`config.mk`:
```
export PLATFORM = sky130hd
export DESIGN_NAME = fpa_mul
export DESIGN_NICKNAME = d
export VERILOG_FILES = /design/src/rtl/fixed_point_q24_8_alu_top_defines.svh /design/src/rtl/fpa_pkg.sv /design/src/rtl/fpa_mul.sv
export SDC_FILE = /design/constraint.sdc
export NUM_CORES = 2
export LEC_CHECK = 0
export ABC_AREA = 1
export BUFFER_PORTS_ARGS = -buffer_cell sky130_fd_sc_hd__buf_2
export CAP_MARGIN = 25
export CORE_UTILIZATION = 35
export DETAILED_ROUTE_END_ITERATION = 10
export PLACE_DENSITY = 0.61
export SYNTH_ARGS = -nofsm -noshare
export SYNTH_HDL_FRONTEND = slang
export SYNTH_SLANG_ARGS = --single-unit
```
`constraint.sdc`:
```
create_clock -name clock -period 19.11 [get_ports clock]
set_input_delay 3.822 -clock clock [delete_from_list [all_inputs] [get_ports clock]]
set_output_delay 3.822 -clock clock [all_outputs]
set_load 0.02 [all_outputs]
```
`src/rtl/fixed_point_q24_8_alu_top_defines.svh`:
```
// ----------------------------------------------------------------------------
// fixed-point alu assertion macros
// clocked assertion helpers used by the alu top level
// ----------------------------------------------------------------------------
`ifndef FIXED_POINT_Q24_8_ALU_TOP_DEFINES_SVH
`define FIXED_POINT_Q24_8_ALU_TOP_DEFINES_SVH

`ifndef ASSERT_OFF
// property must hold at every edge outside reset
`define FPA_ASSERT(lbl, clk, rst, prop, msg) \
   lbl: assert property (@(posedge clk) disable iff (rst) (prop)) else $error(msg);
// expression must never be true outside reset
`define FPA_ASSERT_NEVER(lbl, clk, rst, expr, msg) \
   lbl: assert property (@(posedge clk) disable iff (rst) !(expr)) else $error(msg);
`else
`define FPA_ASSERT(lbl, clk, rst, prop, msg)
`define FPA_ASSERT_NEVER(lbl, clk, rst, expr, msg)
`endif

`endif

```
`src/rtl/fpa_pkg.sv`:
```
// ----------------------------------------------------------------------------
// fpa_pkg
// shared codes and types of the q24.8 fixed-point alu
// ----------------------------------------------------------------------------
package fpa_pkg;

   localparam int FPA_FRAC_BITS_DEF = 8;

   localparam logic [3:0] OP_ADD = 4'd0;
   localparam logic [3:0] OP_SUB = 4'd1;
   localparam logic [3:0] OP_MUL = 4'd2;
   localparam logic [3:0] OP_DIV = 4'd3;
   localparam logic [3:0] OP_MIN = 4'd4;
   localparam logic [3:0] OP_MAX = 4'd5;
   localparam logic [3:0] OP_INC = 4'd6;
   localparam logic [3:0] OP_DEC = 4'd7;
   localparam logic [3:0] OP_I2F = 4'd8;
   localparam logic [3:0] OP_F2I = 4'd9;

   // item fields that ride alongside the divider
   typedef struct packed {
      logic [3:0]  kind;
      logic        lt;
      logic        eq;
      logic        gt;
      logic [31:0] res_simple;
      logic        neg;
      logic        dbz;
      logic [31:0] mul_res;
      logic        mul_ovf;
   } side_type;

endpackage

```
`src/rtl/fpa_mul.sv`:
```
// ----------------------------------------------------------------------------
// fpa_mul
// two-stage signed multiply with ceiling shift and saturation
// ----------------------------------------------------------------------------
module fpa_mul #(
   parameter int FRAC_BITS = fpa_pkg::FPA_FRAC_BITS_DEF
) (
   input  logic        clock,
   input  logic        en,
   input  logic [31:0] op_a,
   input  logic [31:0] op_b,
   output logic [31:0] mul_res,
   output logic        mul_ovf
);
   import fpa_pkg::*;

   localparam logic [63:0] RND = 64'((64'd1 << FRAC_BITS) - 64'd1);

   logic signed [63:0] prod_ff, prod_in;
   logic signed [63:0] rnd_sum, shifted;
   logic [31:0] res_ff, res_in;
   logic        ovf_ff, ovf_in;

   assign prod_in = $signed(op_a) * $signed(op_b);

   // floor of (p + 2^f - 1) / 2^f is the ceiling of p / 2^f
   always_comb begin
      rnd_sum = prod_ff + $signed(RND);
      shifted = rnd_sum >>> FRAC_BITS;
      if (shifted > 64'sd2147483647) begin
         res_in = 32'h7FFF_FFFF;
         ovf_in = 1'b1;
      end else if (shifted < -64'sd2147483648) begin
         res_in = 32'h8000_0000;
         ovf_in = 1'b1;
      end else begin
         res_in = shifted[31:0];
         ovf_in = 1'b0;
      end
   end

   always_ff @(posedge clock) begin
      if (en) begin
         prod_ff <= prod_in;
         res_ff  <= res_in;
         ovf_ff  <= ovf_in;
      end
   end

   assign mul_res = res_ff;
   assign mul_ovf = ovf_ff;

endmodule

```
## Word level (Yosys, flattened, before mapping)

Cells that the tools add are included.

| operators by class | value |
|---|---|
| mux-type cells | 2 |
| $mul | 1 |
| $add $sub $neg | 1 |
| order comparisons | 2 |

Operators with widths:

| operator | count |
|---|---|
| 64-bit by 9-bit adder with 64-bit output (second input constant) | 1 |
| 32-bit by 32-bit multiplier with 64-bit output | 1 |
| 56-bit by 32-bit > comparator with 1-bit output (second input constant) | 1 |
| 56-bit by 32-bit less-than comparator with 1-bit output (second input constant) | 1 |
| 32-bit 2-to-1 mux | 1 |
| 1-bit 2-to-1 mux | 1 |

| word-level totals | value |
|---|---|
| output and inout bits | 33 |
| logic and storage cells | 9 |
| input port bits | 66 |
| register bits after elaboration | 97 |

## Logic depth before layout (Yosys ltp)

| depth | value |
|---|---|
| depth after elaboration | 3 |
| depth in mapped cells | 33 |
| mapped depth without buffers | 32 |

## Least setup slack after synthesis

OpenSTA, ideal clock, no wires.

| timing | value |
|---|---|
| path kind | input to register |
| start point | in op_a[31] |
| end point | reg prod_ff[58] (data pin) |
| stages on the path | 24 |
| setup time | 265 ps |
| setup slack | 8386 ps |
| buffers on the path | 1 |
| data required time | 18845 ps |
| arrival time | 10459 ps |
| path through | clkbuf_1 -> nand2_1 -> inv_1 -> fa_1 -> inv_1 -> fa_1 -> inv_1 -> fa_1 -> fa_1 -> inv_1 -> fa_1 -> inv_1 -> fa_1 -> inv_1 -> fa_1 -> inv_1 -> fa_1 -> ha_1 -> a21o_1 -> a21oi_1 -> o21ai_0 -> a221oi_1 -> o211ai_1 -> xor2_1 |

| on the way | value |
|---|---|
| cells in the longest elaborated chain, start to end | 1 |

RTL lines:

| what | RTL line | text |
|---|---|---|
| start: declaration | fpa_mul.sv:10 | `input logic [31:0] op_a,` |
| 32-bit by 32-bit multiplier with 64-bit output | fpa_mul.sv:24 | `assign prod_in = $signed(op_a) * $signed(op_b);` |
| net prod_in[58] | fpa_mul.sv:19 | `logic signed [63:0] prod_ff, prod_in;` |
| end signal: assignment | fpa_mul.sv:44 | `prod_ff <= prod_in;` |
| end: declaration | fpa_mul.sv:19 |  |

The timed path passes the listed nets, and every way through them passes these cells.
A chain may end at the register's enable or synchronous reset.

## Final worst setup path

| timing | value |
|---|---|
| start point | in op_a[31] |
| end point | reg prod_ff[59] (data pin) |

The elaborated chain is that of the path after synthesis.

==> key figures <==
Run status
  • Run status: finished, final reports clean

Critical path
  • CP max stage cell: fa_1
  • Crit-path max FO: 32
  • Max incr delay on CP: 0.85 ns
  • Critical path class: primary input to register
  • Worst Setup End Kind: register
  • Startpoint types: primary input
  • CP delay by family, top: adder cells
  • WP buf/inv: 9
  • WP data required: 19.25 ns
  • Reg2Reg Setup Slack: around 16 ns
  • Critical path data arrival time: 11.76 ns

STA
  • Slew Limit Headroom: 35.2%
  • Worst slew pin tran: between 0.9 and 1 ns
  • Final hold vios: 0
  • Final Setup Violations: 0
  • Setup TNS: 0 ns
  • Worst-case clock skew: about 0.010 ns
  • Slew Viols, Final: 0
  • Final period util: 60.8%
  • Fmax: 86.1 MHz
  • Period minus WS final: 11.62 ns
  • Unrepaired setup endpoints after global routing: false

Synthesis
  • Adder-cell share of the synthesized area: 55.4%
  • Post-synthesis simple-gate area fraction: 17.0%
  • Avg Inst Size Synth: 8.07 µm²
  • Main combinational cell family by area after synthesis: adder cells
  • Distinct cells, synth: 44
  • Post-synthesis mux area share: 0%
  • YS warnings: 0
  • Synth Area in Compound Gates: 2.54%
  • Synth Area in XOR/XNOR: around 1.8%
  • Sequential area share after synthesis: 6.74%
  • Post-synthesis cell area: 0.0432 mm²
  • Synth Register Bits: 97
  • Post-Synthesis Cells: around 5.4k
  • Syn_nets: 6686

CTS
  • CTS Root Cell: clkbuf_16
  • TritonCTS clock tree: yes
  • Worst-path clk slew: ~0.07 ns
  • Clock sink count: 97
  • H-tree levels: 3
  • CTS buffer count: 9
  • Worst-Skew Late Latency: 0.38 ns
  • Postcts setup bufs: 0
  • Max clock buf depth: 2
  • Hold Buf Count CTS: 0
  • Resized Gates After CTS: 0

Floorplanning
  • Die X-Extent: between 300 and 400 µm
  • Core Footprint: 0.122 mm²
  • IO Count: 99
  • Full die area: 0.125 mm²
  • Die Height: around 350 µm
  • # rows: 128
  • Initial Util: a little over a third

Global route
  • Largest net degree at the start of global routing: 65
  • Initial antenna violation count: 4
  • Vias in the first global route: 36.2k
  • Total GRT Usage: 20.0%
  • First-pass GRT wire length: 198000 µm
  • Global route overflow: 0

Place
  • IO buf count: 98
  • Dpl cells: ~6.9k
  • Global placement routability congestion: 0.920
  • DP HPWL: ~100000 µm
  • Area post-placement: between 0.04 and 0.05 mm²

Finish
  • Finished Layout Cells: 6917
  • Fill cells: 12.7k
  • Most frequent cells in the layout: inv_1, nand2_1, fa_1, nor2_1, ha_1
  • Syn-to-layout area delta: 5.10%
  • Design area: between 0.04 and 0.05 mm²
  • Fin nets: 6618
  • Commonest non-fill, non-tap cell in the layout: inv_1
  • Share of cells above drive strength 1: 3.82%

Drt
  • DRT iter0 DRCs: 2075
  • Antenna viol nets, final: 0
  • WL final: 119000 µm
  • # DRC: 0
  • Via density: 4.70
  • Via count: 32.5k
  • Drt first pass iters: 6
  • Routed WL per cell: 17.2 µm

Min path
  • HP Class: register to register

Run
  • MaxCap Viol Count: 0
-- synth_stat cells, drive strengths merged --
library cell	n	area share (%)
a211oi	1	0.017
a21boi	1	0.017
a21o	13	0.23
a21oi	84	0.97
a221oi	4	0.081
a31oi	9	0.13
and2	10	0.14
and3	4	0.058
buf	6	0.17
clkbuf	192	1.7
clkinv	1	0.0087
edfxtp	97	6.7
fa	1082	50
ha	184	5.3
inv	1681	15
nand2	1423	13
nand3	75	0.89
nand3b	4	0.069
nand4	26	0.38
nor2	260	2.5
nor3	14	0.19
nor4	6	0.10
o2111ai	1	0.020
o211ai	7	0.12
o21a	6	0.10
o21ai	55	0.65
o21bai	11	0.19
o31ai	1	0.017
or2	5	0.072
xnor2	36	0.73
xor2	55	1.1
-- cells by family after synthesis --
group,after synthesis
buffers and inverters,1880
flip-flops,97
adder cells (fa/ha/maj),1266
AND/OR/NAND/NOR,1827
AO/OA/AOI/OAI,193
XOR/XNOR,91
-- path summary, 6_finish.rpt --
check / from / end / depth (start not counted)
min: prod_ff[21] / mul_res[13] / 4
min reg2reg: prod_ff[21] / mul_res[13] / 4
max: op_a[31] / prod_ff[59] / 25
max reg2reg: prod_ff[15] / mul_res[1] / 14
-- state kept, by name, indices dropped and copies added, names as in the netlist --
signal   flops
prod_ff     64
mul_res     32
mul_ovf      1
-- cell type report --
cell class                 count  area, µm²  area share (%)
antenna                        1       2.50         0.00551
inverter                    1682       6310            13.9
sequential                    97       2910            6.41
multi-input combinational   3377      33200            73.1
clock buffer                   9        225           0.496
clock inverter                 7       90.1           0.198
timing repair buffer         119        648            1.43
tap                         1625       2030            4.47
-- metal layers --
layer	track usage, %	routed length [µm]	vias to the layer above
li1	-	-	14800
met2	35.3	59100	895
met4	5.48	3610	6
met5	0	34	-
met3	1.78	5320	194
met1	26.2	50600	16600
-- tightest hold or removal path: cells and delay by family (launching register included) --
kind | cells | cell delay (ns)
simple gates | 2 | 0.10
xor+xnor | 1 | 0.12
flops | 1 | 0.41
buf+inv | 1 | 0.06
-- per-stage QoR --
step                      utilization, %  setup slack, ns  hold WS [ns]
after floorplan                        -             8.39         0.649
after global placement              36.9             7.19         0.763
after detailed placement            36.9             7.09         0.784
after CTS                           37.2             7.50         0.800
after global routing                37.2             6.99         0.840
final                               37.2             7.49         0.802
Power is left out: the tool's default activity adds up to more than one toggle a clock period on the data nets, which glitch-free logic cannot reach.
