==> src/rtl/fixed_point_q24_8_alu_top_defines.svh <==
// ----------------------------------------------------------------------------
// fixed-point alu assertion macros
// clocked assertion helpers used by the alu top level
// ----------------------------------------------------------------------------
`ifndef FIXED_POINT_Q24_8_ALU_TOP_DEFINES_SVH
`define FIXED_POINT_Q24_8_ALU_TOP_DEFINES_SVH

`ifndef ASSERT_OFF
// property must hold at every edge outside reset
`define FPA_ASSERT(lbl, clk, rst, prop, msg) \
   lbl: assert property (@(posedge clk) disable iff (rst) (prop)) else $error(msg);
// expression must never be true outside reset
`define FPA_ASSERT_NEVER(lbl, clk, rst, expr, msg) \
   lbl: assert property (@(posedge clk) disable iff (rst) !(expr)) else $error(msg);
`else
`define FPA_ASSERT(lbl, clk, rst, prop, msg)
`define FPA_ASSERT_NEVER(lbl, clk, rst, expr, msg)
`endif

`endif

==> src/rtl/fpa_pkg.sv <==
// ----------------------------------------------------------------------------
// fpa_pkg
// shared codes and types of the q24.8 fixed-point alu
// ----------------------------------------------------------------------------
package fpa_pkg;

   localparam int FPA_FRAC_BITS_DEF = 8;

   localparam logic [3:0] OP_ADD = 4'd0;
   localparam logic [3:0] OP_SUB = 4'd1;
   localparam logic [3:0] OP_MUL = 4'd2;
   localparam logic [3:0] OP_DIV = 4'd3;
   localparam logic [3:0] OP_MIN = 4'd4;
   localparam logic [3:0] OP_MAX = 4'd5;
   localparam logic [3:0] OP_INC = 4'd6;
   localparam logic [3:0] OP_DEC = 4'd7;
   localparam logic [3:0] OP_I2F = 4'd8;
   localparam logic [3:0] OP_F2I = 4'd9;

   // item fields that ride alongside the divider
   typedef struct packed {
      logic [3:0]  kind;
      logic        lt;
      logic        eq;
      logic        gt;
      logic [31:0] res_simple;
      logic        neg;
      logic        dbz;
      logic [31:0] mul_res;
      logic        mul_ovf;
   } side_type;

endpackage

==> src/rtl/fpa_div_step.sv <==
// ----------------------------------------------------------------------------
// fpa_div_step
// one restoring-division stage: one quotient bit per register stage
// ----------------------------------------------------------------------------
module fpa_div_step #(
   parameter int NUM_W = 40
) (
   input  logic                 clock,
   input  logic                 reset,
   input  logic                 en,
   input  logic                 in_vld,
   input  logic [31:0]          in_rem,
   input  logic [NUM_W-1:0]     in_nq,
   input  logic [31:0]          in_dvs,
   input  fpa_pkg::side_type    in_side,
   output logic                 out_vld,
   output logic [31:0]          out_rem,
   output logic [NUM_W-1:0]     out_nq,
   output logic [31:0]          out_dvs,
   output fpa_pkg::side_type    out_side
);
   import fpa_pkg::*;

   logic             vld_ff;
   logic [31:0]      rem_ff, rem_in;
   logic [NUM_W-1:0] nq_ff, nq_in;
   logic [31:0]      dvs_ff;
   side_type         side_ff;
   logic [32:0]      trial, diff;
   logic             take;

   // numerator bits leave at the top, quotient bits enter at the bottom
   always_comb begin
      trial  = {in_rem, in_nq[NUM_W-1]};
      diff   = trial - {1'b0, in_dvs};
      take   = (trial >= {1'b0, in_dvs});
      rem_in = take ? diff[31:0] : trial[31:0];
      nq_in  = {in_nq[NUM_W-2:0], take};
   end

   always_ff @(posedge clock) begin
      if (reset) begin
         vld_ff <= 1'b0;
      end else if (en) begin
         vld_ff <= in_vld;
      end
   end

   always_ff @(posedge clock) begin
      if (en) begin
         rem_ff  <= rem_in;
         nq_ff   <= nq_in;
         dvs_ff  <= in_dvs;
         side_ff <= in_side;
      end
   end

   assign out_vld  = vld_ff;
   assign out_rem  = rem_ff;
   assign out_nq   = nq_ff;
   assign out_dvs  = dvs_ff;
   assign out_side = side_ff;

endmodule

==> config.mk <==
export PLATFORM = sky130hd
export DESIGN_NAME = fpa_div_step
export DESIGN_NICKNAME = d
export VERILOG_FILES = /design/src/rtl/fixed_point_q24_8_alu_top_defines.svh /design/src/rtl/fpa_pkg.sv /design/src/rtl/fpa_div_step.sv
export SDC_FILE = /design/constraint.sdc
export NUM_CORES = 1
export LEC_CHECK = 0
export BUFFER_PORTS_ARGS = -buffer_cell sky130_fd_sc_hd__buf_2
export CAP_MARGIN = 25
export CELL_PAD_IN_SITES_DETAIL_PLACEMENT = 1
export CELL_PAD_IN_SITES_GLOBAL_PLACEMENT = 1
export CORE_ASPECT_RATIO = 1.4
export CORE_MARGIN = 4
export CORE_UTILIZATION = 35
export CTS_CLUSTER_SIZE = 8
export DETAILED_ROUTE_END_ITERATION = 6
export PLACE_DENSITY = 0.89
export SETUP_SLACK_MARGIN = 0.15
export SYNTH_ARGS = -nofsm -noshare
export SYNTH_HDL_FRONTEND = slang
export SYNTH_SLANG_ARGS = --single-unit
==> constraint.sdc <==
create_clock -name clock -period 7.2 [get_ports clock]
set_input_delay 0.36 -clock clock [delete_from_list [all_inputs] [get_ports clock]]
set_output_delay 0.36 -clock clock [all_outputs]
set_load 0.02 [all_outputs]
* After elaboration in Yosys (flattened, before gate mapping) *
Cells that the tools add are included.

storage, ports and cells
  flip-flop bits (word level) = 179
  input port bits = 182
  output and inout port bits = 179

cells by class
  $add $sub $neg = 1
  $lt $le $gt $ge = 1
  mux-type cells = 1

operators by type and width
  cell                                              count
  33-bit by 32-bit >= comparator with 1-bit output  1
  32-bit two-way mux                                1
  32-bit subtractor                                 1

* Depth between registers and ports, before layout *
  word-level depth = 2
  mapped depth = 13
  mapped depth without buffers = 12

* Least setup slack after synthesis *
Ideal clock, no wire load.

  kind = input -> register
  start point = input in_dvs[7]
  end point = register rem_ff[13], in the netlist out_rem[13] (data pin)
  setup time = 0.262 ns
  arrival = 2.869 ns
  required time = 6.938 ns
  setup slack = 4.069 ns
  stages = 12
  buffers on the path = 2
  cells stage by stage = inv_1 > ha_1 > buf_2 > nand4_1 > or4_1 > a21oi_1 > nor3_1 > a211oi_2 > o21ai_2 > o31ai_4 > buf_4 > mux2_1

on the way
  longest elaborated chain between the ends = 2
  elaborated cells on any way between the ends = 3
  those cells by class = add/sub: 1; order compare: 1; mux: 1

RTL lines
  element                                                                                line                                    source
  start: declaration                                                                     fpa_div_step.sv:14                      input logic [31:0] in_dvs,
  32-bit subtractor or 33-bit by 32-bit >= comparator with 1-bit output (tied branches)  fpa_div_step.sv:35, fpa_div_step.sv:36
  32-bit two-way mux *                                                                   fpa_div_step.sv:37                      rem_in = take ? diff[31:0] : trial[31:0];
  net rem_in[13]                                                                         fpa_div_step.sv:25                      logic [31:0] rem_ff, rem_in;
  end signal: assignment                                                                 fpa_div_step.sv:51                      rem_ff <= rem_in;
  end: declaration                                                                       fpa_div_step.sv:25

The timed path passes the listed nets; every way through them passes the cells marked *.
A chain may end at the register's enable or synchronous reset.

* Worst setup path after layout *
  start point = input in_dvs[16]
  end point = register rem_ff[13], in the netlist out_rem[13] (data pin)

on the way
  longest elaborated chain between the ends = 2

RTL lines
  element                                           line                source
  33-bit by 32-bit >= comparator with 1-bit output  fpa_div_step.sv:36  take = (trial >= {1'b0, in_dvs});
  32-bit two-way mux                                fpa_div_step.sv:37
  net rem_in[13]                                    fpa_div_step.sv:25

The timed path passes the listed nets, and every way through them passes these cells.

==> impl_results.rst <==
.. list-table::
   :header-rows: 1

   * - Metric
     - Value
   * - Aggregate global-route resource usage
     - 20.9%
   * - Length of the first detailed-routing pass in iterations
     - 4
   * - Largest family of logic cells by synthesized area
     - compound AO/OA/AOI/OAI gates
   * - Die Span X
     - between 100 and 150 µm
   * - Detailed-route vias per instance
     - between 4 and 5
   * - Seq cells post-synth
     - 179
   * - Clock transition at the registers of the reported paths
     - 0.08 ns
   * - DRT antenna net count
     - 0
   * - Crit path DAT
     - around 4.0 ns
   * - CTS HTree Levels
     - 4
   * - Fmax achieved
     - approximately 260 MHz
   * - Kind of cell adding the most delay to the critical path
     - compound AO/OA/AOI/OAI gates
   * - Run status
     - complete, no violations
   * - Sequential group share of total power
     - between 40% and 50%
   * - Leakage power of the design
     - roughly 4.5 nW
   * - Antenna violations before repair
     - 5
   * - Critical path endpoint category
     - register
   * - Setup repair after global routing missed its margin
     - no
   * - Post-route DRC
     - 0
   * - Share of the synthesized area in the top cell type
     - a little over two thirds
   * - Clk network pwr share
     - between 30% and 40%
   * - Switching share of power
     - between 20 and 30%
   * - Slowest cell on crit path
     - sky130_fd_sc_hd__o31ai_4
   * - Core region area
     - between 0.02 and 0.025 mm²
   * - Detailed router's first-iteration violation count
     - between 200 and 300
   * - Mean Syn Cell Area
     - around 14 µm²
   * - Clock skew after layout
     - 0 ns
   * - Peak fanout along the critical path
     - 32
   * - Clock tree from TritonCTS
     - yes
   * - Worst-case headroom to the max-slew limit
     - about a third
   * - Post-CTS resize count
     - 0
   * - Post-Synth Simple-Gate Area
     - between 6 and 7%
   * - Post-synthesis mux area share
     - under 10%
   * - Buffers on Ports
     - 360
   * - Max-capacitance violation count
     - 0
   * - Die Footprint
     - between 0.02 and 0.025 mm²
   * - Setup TNS Final
     - 0 ns
   * - Standard-cell row count
     - between 60 and 70
   * - Number of buffers and inverters on the critical path
     - 3
   * - Global-route wire length before repair
     - 38.0 mm
   * - Max Transition Viols Final
     - 0
   * - Number of distinct library cells after synthesis
     - 48
   * - Largest net degree at the start of global routing
     - between 100 and 150
   * - Top-level I/O count
     - between 300 and 400
   * - Critical setup path kind
     - in -> reg
   * - Setup-failing EPs final
     - 0
   * - Slew at the pin with the worst max-slew slack
     - approximately 0.99 ns
   * - Fraction of layout cells with a size suffix above 1
     - around 45%
   * - Die outline height
     - ~180 µm
   * - Total wirelength of the detailed-routed design
     - between 20 and 30 mm
   * - Final Instance Count excl. Fillers
     - between 1000 and 1500
   * - Synth-to-layout area growth
     - 35.4%
   * - Initial Utilization
     - between 30% and 40%
   * - Nets@finish
     - 1104
   * - Cell Count Post-Placement
     - 1129
   * - Largest area contributor in the netlist
     - sky130_fd_sc_hd__edfxtp_1
   * - Count of hold-fix buffers inserted at cts
     - 0
   * - Synth area leaders
     - sky130_fd_sc_hd__edfxtp_1 70%, sky130_fd_sc_hd__ha_1 5.3%, sky130_fd_sc_hd__a21oi_1 3.6%
   * - Critical Path Max Stage Delay
     - between 0.8 and 0.9 ns
   * - Gate count after technology mapping
     - between 500 and 600
   * - Clock root cell
     - sky130_fd_sc_hd__clkbuf_16
   * - Type of origin of the critical path
     - primary input
   * - Pwr/cell area
     - between 200 and 300 mW/mm²
   * - Syn nets
     - between 700 and 800
   * - Combinational power share
     - between 10% and 20%
   * - Number of setup buffers added after CTS
     - 0
   * - Hold violation total from the final report
     - 0
   * - Total number of yosys warnings
     - 0
   * - Adder-cell area share of the yosys netlist
     - 5.54%
   * - Final Critical Period
     - approximately 3.8 ns
   * - Insertion delay to the later sink of the worst-skew pair
     - approximately 0.43 ns
   * - Leftover overflow at the end of global routing
     - 0
   * - Number of global-route vias before repair
     - 6437
   * - Net switching component of the power
     - roughly 0.00081 W
   * - CTS Buf Count
     - 17
   * - DR vias
     - just under 6000
   * - Cell-by-cell trace of the critical path
     - buf_2 > inv_1 > ha_1 > nand4_1 > or4_1 > a21oi_1 > nor3_1 > a211oi_2 > o21ai_2 > o31ai_4 > buf_4 > mux2_1
   * - Class of the tightest hold or removal check
     - in -> reg
   * - Fin Hold WS
     - ~0.093 ns
   * - Cell Int Power
     - approximately 0.0019 W
   * - Max Root-Sink Buffers
     - 2
   * - Compound-Gate Fraction of Synth Area
     - 9.70%
   * - Maximum vdd drop
     - 0.170 mV
   * - XOR/XNOR Fraction of Synth Area
     - a little over 3%
   * - Total standard cell area after synthesis
     - between 0.007 and 0.008 mm²
   * - Share of synthesized area occupied by flip-flops and latches
     - between 70 and 80%
   * - Placed wire-length estimate after detailed placement
     - 20.6 mm
   * - CTS sink cnt
     - 179
   * - Endpoint required time on the critical path
     - 7.38 ns
   * - Most common cell after layout, fill and taps aside
     - sky130_fd_sc_hd__buf_2
   * - Period utilisation layout
     - roughly 53%
   * - Detail-routed net length per standard cell
     - between 20 and 25 µm
   * - RePlAce Congestion
     - roughly 0.87
   * - Commonest non-fill, non-tap cells in the layout
     - 359 x sky130_fd_sc_hd__buf_2, 178 x sky130_fd_sc_hd__edfxtp_1, 54 x sky130_fd_sc_hd__a21oi_1
==> Yosys cell counts (all sizes together) <==
master   instances
nor2b            2
o21bai           3
o21a             6
nand2           27
nor4             4
ha              32
nand4b           1
xor2            11
and3             1
a31o             1
o211ai           4
a211oi           4
or2              1
nand3b           1
xnor2           16
nand4            7
o31ai            2
o21ai           17
mux2i            3
o311a            1
and4             2
edfxtp         178
and2             1
a21o            12
nand2b           4
o22ai            2
mux2            10
fa               1
nor3             2
a31oi            5
a211o            2
o41ai            2
clkbuf           6
dfxtp            1
nand3            8
a21oi           54
or4              1
inv             38
nor2            37
a41o             1
a2bb2oi          2
buf             11
==> area by class of cell <==
type	count	area [µm²]
fill	2321	11000
sequential	179	5370
multi-input combinational	290	1990
timing repair buffer	363	1850
clock buffer	17	425
tap	260	325
clock inverter	15	165
inverter	38	143
antenna	2	5.00
==> layer usage <==
metal | GRT usage [%] | vias to the layer above | wire length [µm]
li1 | - | 2689 | -
met1 | 19.8 | 2817 | 8480
met2 | 41.3 | 244 | 14600
met3 | 7.31 | 45 | 1930
met4 | 6.82 | 6 | 722
met5 | 0 | - | 34
==> final timing paths <==
check / start / to / slack, ns / depth (start not counted)
max: in_dvs[16] / out_rem[13] / 3.40 / 12
min: in_side[57] / out_side[57] / 0.09 / 1
max reg2reg: out_vld / out_vld / 6.56 / 2
min reg2reg: out_vld / out_vld / 0.57 / 2
==> per-stage QoR <==
step	utilization, %	power (W)	setup WS [ns]	instance area, µm²
after global placement	45.3	0.00183	3.00	9650
final	48.3	0.00275	3.40	10300
after CTS	48.1	0.00277	3.33	10200
after global routing	48.3	0.00287	3.09	10300
after detailed placement	45.3	0.00185	2.89	9650
after floorplan	-	0.00161	4.07	7590
==> power groups by stage <==
stage                     logic [W]  clock network [W]  registers, W
after floorplan            0.000174                  0       0.00144
after global placement     0.000522                  0       0.00130
after detailed placement   0.000537                  0       0.00131
after CTS                  0.000541           0.000941       0.00129
after global routing       0.000578           0.000994       0.00130
final                      0.000537           0.000924       0.00129
==> state kept, by name (all words and copies together) (netlist names) <==
signal,count
out_vld,1
out_rem,32
out_nq,40
out_dvs,32
out_side,74
==> cell families after synthesis <==
kind of cell / Yosys count
flip-flops: 179
buffers and inverters: 55
XOR/XNOR: 27
AO/OA/AOI/OAI: 118
adder cells (fa/ha/maj): 33
multiplexers: 13
AND/OR/NAND/NOR: 99
No activity file was read; power rests on OpenSTA's default activity.
